==> src/rtl/core/arrc_pkg.sv <==
// Shared types, codes and helpers for the adaptive retransmit reply checker.
// No dependencies; every other file in rtl/core depends on this package.
package arrc_pkg;

   localparam int DELAY_WIDTH = 22;
   localparam int TIMEOUT_W   = 16;
   localparam int CMD_W       = 8;
   localparam int POS_W       = 32;
   localparam int SEQ_W       = 16;
   localparam int RETRY_W     = 8;
   localparam int TOTAL_W     = 32;
   localparam int CSR_INDEX_W = 3;
   localparam int CSR_DATA_W  = DELAY_WIDTH;

   localparam logic [DELAY_WIDTH-1:0] DELAY_MAX = {DELAY_WIDTH{1'b1}};
   localparam logic [TOTAL_W-1:0]     TOTAL_MAX = {TOTAL_W{1'b1}};
   localparam logic [RETRY_W-1:0]     RETRY_MAX = {RETRY_W{1'b1}};

   localparam logic [SEQ_W-1:0] SEQ_MASK    = 16'hfff8;
   localparam logic [SEQ_W-1:0] SEQ_TOGGLE  = 16'h1080;
   localparam logic [SEQ_W-1:0] RETRY_MASK  = 16'h0007;
   localparam int               MS_PER_S    = 1000;

   // floor(n / 3) = (n * RECIP3) >> RECIP3_SHIFT for n < 2**(DELAY_WIDTH+2)
   localparam int RECIP3_SHIFT = DELAY_WIDTH + 3;
   localparam logic [RECIP3_SHIFT-1:0] RECIP3 =
      RECIP3_SHIFT'(((64'd1 << RECIP3_SHIFT) + 64'd2) / 64'd3);

   // Reset values of the registers
   localparam logic [DELAY_WIDTH-1:0] TARGET_RST    = DELAY_WIDTH'(1340);
   localparam logic [DELAY_WIDTH-1:0] MAX_RST       = DELAY_WIDTH'(300000);
   localparam logic [DELAY_WIDTH-1:0] MIN_RST       = DELAY_WIDTH'(1000);
   localparam logic [DELAY_WIDTH-1:0] STEP_RST      = DELAY_WIDTH'(1340);
   localparam logic [CMD_W-1:0]       ERROR_CMD_RST = 8'd64;

   typedef enum logic [1:0] {
      REQ_NEW     = 2'd0,
      REQ_TIMEOUT = 2'd1,
      REQ_REPLY   = 2'd2
   } req_code_type;

   typedef enum logic [2:0] {
      VERDICT_SEND      = 3'd0,
      VERDICT_ACCEPTED  = 3'd1,
      VERDICT_WRONG_SEQ = 3'd2,
      VERDICT_WRONG_CMD = 3'd3,
      VERDICT_WRONG_POS = 3'd4,
      VERDICT_GAVE_UP   = 3'd5
   } verdict_type;

   typedef enum logic [CSR_INDEX_W-1:0] {
      REG_TARGET_DELAY = 3'd0,
      REG_MAX_DELAY    = 3'd1,
      REG_MIN_DELAY    = 3'd2,
      REG_STEP_DELAY   = 3'd3,
      REG_TIMEOUT      = 3'd4,
      REG_ERROR_CMD    = 3'd5
   } reg_index_type;

   typedef struct packed {
      logic [1:0]             req_type;
      logic [SEQ_W-1:0]       random_seq;
      logic [CMD_W-1:0]       req_cmd;
      logic [POS_W-1:0]       req_pos;
      logic                   pos_checked;
      logic [SEQ_W-1:0]       reply_seq;
      logic [CMD_W-1:0]       reply_cmd;
      logic [POS_W-1:0]       reply_pos;
      logic [DELAY_WIDTH-1:0] rtt_ms;
   } req_item_type;

   typedef struct packed {
      logic [SEQ_W-1:0]       seq_word;
      logic [DELAY_WIDTH-1:0] wait_ms;
      logic [2:0]             verdict;
   } rsp_item_type;

   // Configuration as seen by the step logic; the timeout is held in ms.
   typedef struct packed {
      logic [DELAY_WIDTH-1:0] target;
      logic [DELAY_WIDTH-1:0] max_delay;
      logic [DELAY_WIDTH-1:0] min_wait;
      logic [DELAY_WIDTH-1:0] step;
      logic [TOTAL_W-1:0]     limit_ms;
      logic [CMD_W-1:0]       error_cmd;
   } cfg_type;

   typedef struct packed {
      logic [SEQ_W-1:0]       seq_base;
      logic [RETRY_W-1:0]     retry_count;
      logic [DELAY_WIDTH-1:0] busy_ms;
      logic [DELAY_WIDTH-1:0] idle_ms;
      logic [DELAY_WIDTH-1:0] last_wait;
      logic [TOTAL_W-1:0]     total_wait;
      logic [CMD_W-1:0]       saved_cmd;
      logic [POS_W-1:0]       saved_pos;
      logic                   saved_pos_check;
   } state_type;

   // Below the minimum gives the minimum, else above the maximum gives the maximum.
   function automatic logic [DELAY_WIDTH-1:0] clamp_wait(
      input logic [DELAY_WIDTH-1:0] w,
      input logic [DELAY_WIDTH-1:0] lo,
      input logic [DELAY_WIDTH-1:0] hi
   );
      logic [DELAY_WIDTH-1:0] r;
      if (w < lo) begin
         r = lo;
      end else if (w > hi) begin
         r = hi;
      end else begin
         r = w;
      end
      return r;
   endfunction

endpackage

==> src/rtl/core/arrc_step.sv <==
// Next-state and result logic for one request item of the retransmit checker.
// Purely combinational; depends on arrc_pkg.
module arrc_step (
   input  arrc_pkg::cfg_type      cfg_i,
   input  arrc_pkg::state_type    state_i,
   input  arrc_pkg::req_item_type item_i,
   output arrc_pkg::state_type    state_o,
   output arrc_pkg::rsp_item_type rsp_o,
   output logic                   has_rsp_o
);
   import arrc_pkg::*;

   localparam int PROD_W = (DELAY_WIDTH + 2) + RECIP3_SHIFT;

   logic [SEQ_W-1:0]         seq_cand;
   logic [DELAY_WIDTH:0]     busy_step_sum;
   logic [DELAY_WIDTH-1:0]   first_wait;
   logic [DELAY_WIDTH+1:0]   busy_x3;
   logic [DELAY_WIDTH:0]     busy_half;
   logic [DELAY_WIDTH-1:0]   busy_grown;
   logic [DELAY_WIDTH+1:0]   idle_x4;
   logic [PROD_W-1:0]        idle_prod;
   logic [DELAY_WIDTH+1:0]   idle_quot;
   logic [DELAY_WIDTH-1:0]   idle_sat;
   logic [DELAY_WIDTH-1:0]   idle_grown;
   logic [TOTAL_W:0]         total_sum;
   logic [TOTAL_W-1:0]       total_next;
   logic [RETRY_W-1:0]       retry_next;
   logic [DELAY_WIDTH-1:0]   wait_val;
   logic [2:0]               verdict;
   state_type                nxt;

   // Shared arithmetic: first wait, busy growth by 3/2, idle growth by 4/3, wait total, retry count
   always_comb begin
      seq_cand      = item_i.random_seq & SEQ_MASK;
      busy_step_sum = {1'b0, state_i.busy_ms} + {1'b0, cfg_i.step};
      if (cfg_i.target >= state_i.busy_ms) begin
         first_wait = cfg_i.target;
      end else if (busy_step_sum[DELAY_WIDTH]) begin
         first_wait = DELAY_MAX;
      end else begin
         first_wait = busy_step_sum[DELAY_WIDTH-1:0];
      end

      busy_x3   = {2'b00, state_i.busy_ms} + {1'b0, state_i.busy_ms, 1'b0};
      busy_half = busy_x3[DELAY_WIDTH+1:1];
      busy_grown = busy_half[DELAY_WIDTH] ? DELAY_MAX : busy_half[DELAY_WIDTH-1:0];

      idle_x4   = {state_i.idle_ms, 2'b00};
      idle_prod = PROD_W'(idle_x4) * PROD_W'(RECIP3);
      idle_quot = idle_prod[PROD_W-1:RECIP3_SHIFT];
      idle_sat  = (idle_quot > {2'b00, DELAY_MAX}) ? DELAY_MAX
                                                   : idle_quot[DELAY_WIDTH-1:0];
      idle_grown = (idle_sat > cfg_i.max_delay) ? cfg_i.max_delay : idle_sat;

      total_sum  = {1'b0, state_i.total_wait}
                 + (TOTAL_W+1)'(state_i.last_wait);
      total_next = total_sum[TOTAL_W] ? TOTAL_MAX : total_sum[TOTAL_W-1:0];
      retry_next = (state_i.retry_count == RETRY_MAX) ? RETRY_MAX
                                                      : state_i.retry_count + 1'b1;
   end

   // Per-type update
   always_comb begin
      nxt       = state_i;
      wait_val  = '0;
      verdict   = VERDICT_SEND;
      has_rsp_o = 1'b1;
      case (item_i.req_type)
         REQ_NEW: begin
            nxt.seq_base        = (seq_cand == state_i.seq_base)
                                  ? (state_i.seq_base ^ SEQ_TOGGLE) : seq_cand;
            nxt.retry_count     = '0;
            nxt.total_wait      = '0;
            nxt.saved_cmd       = item_i.req_cmd;
            nxt.saved_pos       = item_i.req_pos;
            nxt.saved_pos_check = item_i.pos_checked;
            wait_val            = clamp_wait(first_wait, cfg_i.min_wait, cfg_i.max_delay);
            nxt.last_wait       = wait_val;
         end
         REQ_TIMEOUT: begin
            nxt.retry_count = retry_next;
            nxt.total_wait  = total_next;
            if (state_i.retry_count == '0) begin
               nxt.busy_ms    = busy_grown;
               nxt.idle_ms    = busy_grown;
               wait_val       = clamp_wait(busy_grown, cfg_i.min_wait, cfg_i.max_delay);
               nxt.last_wait  = wait_val;
            end else if (cfg_i.limit_ms != '0 && total_next >= cfg_i.limit_ms) begin
               verdict = VERDICT_GAVE_UP;
            end else begin
               nxt.idle_ms    = idle_grown;
               wait_val       = clamp_wait(idle_grown, cfg_i.min_wait, cfg_i.max_delay);
               nxt.last_wait  = wait_val;
            end
         end
         REQ_REPLY: begin
            if (((item_i.reply_seq ^ state_i.seq_base) & SEQ_MASK) != '0) begin
               verdict = VERDICT_WRONG_SEQ;
            end else if (item_i.reply_cmd != state_i.saved_cmd &&
                         item_i.reply_cmd != cfg_i.error_cmd) begin
               verdict = VERDICT_WRONG_CMD;
            end else if (state_i.saved_pos_check &&
                         item_i.reply_pos != state_i.saved_pos) begin
               verdict = VERDICT_WRONG_POS;
            end else begin
               verdict        = VERDICT_ACCEPTED;
               nxt.busy_ms    = item_i.rtt_ms;
            end
         end
         default: begin
            has_rsp_o = 1'b0;
         end
      endcase

      state_o          = nxt;
      rsp_o.seq_word   = (nxt.seq_base & SEQ_MASK) | (SEQ_W'(nxt.retry_count) & RETRY_MASK);
      rsp_o.wait_ms    = wait_val;
      rsp_o.verdict    = verdict;
   end

endmodule

==> config.mk <==
export PLATFORM = sky130hd
export DESIGN_NAME = arrc_step
export DESIGN_NICKNAME = d
export VERILOG_FILES = /design/src/rtl/core/arrc_pkg.sv /design/src/rtl/core/arrc_step.sv
export SDC_FILE = /design/constraint.sdc
export NUM_CORES = 1
export LEC_CHECK = 0
export ABC_AREA = 1
export BUFFER_PORTS_ARGS = -buffer_cell sky130_fd_sc_hd__buf_4
export CORE_ASPECT_RATIO = 0.8
export CORE_MARGIN = 3
export CORE_UTILIZATION = 25
export DETAILED_ROUTE_END_ITERATION = 10
export GPL_TIMING_DRIVEN = 0
export SKIP_LAST_GASP = 1
export SLEW_MARGIN = 20
export SYNTH_ARGS = -nofsm -noshare
export SYNTH_HDL_FRONTEND = slang
export SYNTH_SLANG_ARGS = --single-unit
==> constraint.sdc <==
create_clock -name vclk -period 15.8
set_input_delay 3.16 -clock vclk [all_inputs]
set_output_delay 3.16 -clock vclk [all_outputs]
set_load 0.1 [all_outputs]
== Word level (Yosys, flattened, before mapping) ==
Cells that the tools add are included.
Word-level totals
  logic and storage cells: 69
  bits in registers: 0
  input port bits: 428
  output and inout bits: 205
Cells by class
  equality and inequality tests: 7
  order comparisons: 10
  $add $sub $neg: 4
  reduce and logical (&&, ||, !) cells: 8
  multiplexer cells: 36
  bitwise gates (word level): 3
  multipliers: 1
Operators with widths (count)
  $mux 22: 18
  $pmux 54 s2: 1
  $gt 22x22->1: 4
  $mux 44: 2
  $pmux 22 s2: 2
  $lt 22x22->1: 3
  $mul 22x24->46 const B: 1
  $mux 41: 1
  $add 32x22->33: 1
  $ge 32x32->1: 1
  $mux 16: 2
  $mux 32: 1
  $ne 32x32->1: 1
  $reduce_bool 32->1: 1
  $add 22x23->24: 1
  $add 22x22->23: 1
  $gt 23x22->1 const B: 1
  $ge 22x22->1: 1
  $eq 16x16->1: 1
  $ne 8x8->1: 2
  $or 16x3->16: 1
  $pmux 8 s2: 1
  $reduce_bool 16->1: 1
  $xor 16x16->16: 1
  13 further kinds: 19

== Longest topological paths before layout ==
  depth after elaboration: 11
  gate-level depth with buffers: 60
  depth with buffers taken out: 57

== Least setup slack after synthesis ==
OpenSTA, ideal clock, no wires.
  path type: input -> output
  from: in state_i[111] in the netlist's numbering
  to: out state_o[91] in the netlist's numbering
  arrival: 12.498 ns
  required time: 12.640 ns
  path buffers: 3
  stages on the path: 48
  path slack: 0.142 ns
  cell sequence: ha_1 -> fa_1 -> inv_1 -> fa_1 -> inv_1 -> fa_1 -> inv_1 -> fa_1 -> inv_1 -> fa_1 -> fa_1 -> ha_1 -> nand2_2 -> inv_2 -> nand2_2 -> inv_1 -> a21oi_2 -> nand2_1 -> [12 not listed] -> nand2_1 -> clkbuf_1 -> nand2_1 -> o21ai_0 -> ha_1 -> a21oi_1 -> o21ai_0 -> nand3_1 -> nand2_1 -> nand2_1 -> a21oi_1 -> a211oi_1 -> clkbuf_1 -> nand3_1 -> nand3_1 -> nand2_1 -> nand2_1 -> nand3_1
RTL lines
  from (decl): line arrc_step.sv:5  | input arrc_pkg::state_type state_i,
  to (decl): line arrc_step.sv:7  | output arrc_pkg::state_type state_o,

==> qor.yml <==
critical_path:
  cpMostUsedCell: "nand2_4"
  crit_type: "in -> out"
  max_stage_delay_ns: 0.56
  cp-end-kind: "output pin"
  cp-start-kind: "input pin"
  worstPathMaxFanout: 7
  slowest_stage: "fa_2"
  worstPathRequired_ns: 12.64
  cp.arrival_ns: 12.53
logic_synthesis:
  yosysSeqAreaShare: 0
  synth.most_common_cell: "nand2_1"
  synth_fp_nets: 4687
  synth_top_cell_area_share: 0.247
  yosysTopAreaCell: "ha_1"
  netlist_top_cells_count: "nand2_1, inv_1, ha_1"
  yosysUniqueCellTypes: 60
  syn-cell-area_mm2: 0.0230
  netlist_instances: 3669
  synthTopCellsByArea: "ha_1, nand2_1, fa_1, inv_1, nand3_1"
  yosysWarnings: 0
  syn_avg_cell_area_um2: 6.28
placement:
  pre_cts_slack_ns: -2.29
  dp.cells: 5496
  routabilityCongestion: 1.03
  port_buffers: 627
  dp_hpwl_um: 123000
die:
  io_pins: 633
  rows: 98
  start_util: 0.255
  die_area_mm2: 0.0959
  fp.dieW_um: 345
  core_mm2: 0.0904
  fp.dieH_um: 278
timing:
  max_slew_margin: 0.303
  slew_violations: 0
  tns_ns: 0
  setup_ws_ns: 0.105
  final-hold-violation-count: 0
  tightestPinTransition_ns: 1.03
  rsz0062_at_grt: "yes"
  setup_viol: 0
  min_period_ns: 15.69
  period_share: 0.993
  fmax_mhz: 63.7
routing:
  vias: 28500
  drc: 0
  first_iter_violations: 2440
  vias_per_cell: 5.12
  wl_met1_um: 57600
  route.met2.wl_um: 60700
  wl_met3_um: 14300
  top_layer: "met5"
  wl_per_cell_um: 24.8
  dr.pass1.iters: 6
  postRouteAntennaNets: 0
  routed_wl_um: 138000
cells_and_area:
  final_nets: 5378
  layout.cells.non_filler: 5568
  area.growth.synth_to_final_pct: 39.7
  fillers: 9783
  drive_gt1_frac: 0.259
  clkbuf_count: 0
  seq_cell_count: 0
  regArea_um2: 0
  multi_input_area_mm2: 0.0219
hold_path:
  min_path_type: "in -> out"
clock_tree:
  ctsHoldBuffers: 0
run_status:
  status: "finished clean"
job:
  maxCapViolations: 0
grt:
  antenna_found_initial: 21
  grt.total_usage: 0.271
  grt_max_degree: 12
  first_global_vias: 27200
  grt_first_pass_wirelength_um: 193000
  grt-ovfl-total: 0
-- per-stage QoR --
stage | utilization | cell area (um2) | hold slack, ns
floorplan | - | 23000 | 6.69
global placement | 0.324 | 29300 | 6.75
detailed placement | 0.324 | 29300 | 6.75
CTS | 0.337 | 30500 | 6.75
global route | 0.356 | 32200 | 6.77
finish | 0.356 | 32200 | 6.74
-- worst max-delay path, delay by kind of cell --
kind / cells / cell delay [ns]
buf+inv: 13 / 1.37
fa+ha+maj: 10 / 4.27
simple gates: 26 / 2.82
compound gates: 6 / 0.86
-- final timing paths --
check,end,slack (ns),from,depth (start not counted)
worst max-delay path,state_o[82],0.11,state_i[104],55
worst min-delay path,state_o[148],6.74,state_i[148],4
-- layout make-up --
| cell class | instances | area share |
|---|---|---|
| inverter | 613 | 0.0727 |
| tap | 1200 | 0.0466 |
| timing repair buffer | 688 | 0.179 |
| multi-input combinational | 2946 | 0.679 |
| buffer | 110 | 0.0213 |
| antenna | 10 | 0.000777 |
| timing repair inverter | 1 | 0.000272 |
-- layout by cell type (no fill, tap or decap), types with 54 or more instances in the layout --
| cell | count |
|---|---|
| a21oi_1 | 222 |
| ha_1 | 421 |
| inv_1 | 583 |
| nand3_1 | 236 |
| buf_4 | 660 |
| nand2_2 | 87 |
| clkbuf_1 | 58 |
| fa_1 | 120 |
| nand4_1 | 60 |
| o21ai_0 | 236 |
| nand2_1 | 731 |
| xnor2_1 | 54 |
| nor2_1 | 196 |
-- cell families after synthesis --
kind of cell | Yosys count | share of synthesized area
AND/OR/NAND/NOR | 1532 | 0.290
buffers and inverters | 723 | 0.124
AO/OA/AOI/OAI | 692 | 0.169
adder cells (fa/ha/maj) | 590 | 0.364
XOR/XNOR | 104 | 0.0395
multiplexers | 28 | 0.0137
-- timing repair --
action | CTS | global route
endpoints found under the setup margin | 44 | 44
resized for setup | 267 | 320
endpoints found under the hold margin | 0 | 0
pin swaps | 41 | 96
gates cloned | 1 | 3
buffers inserted | 16 | 42
-- routing by layer --
metal | vias up | track usage
li1 | 13600 | -
met1 | 13400 | 0.352
met2 | 1288 | 0.431
met3 | 167 | 0.0766
met4 | 22 | 0.0880
met5 | - | 0
Power is left out: the tool's default activity adds up to more than one toggle a clock period on the data nets, which glitch-free logic cannot reach.
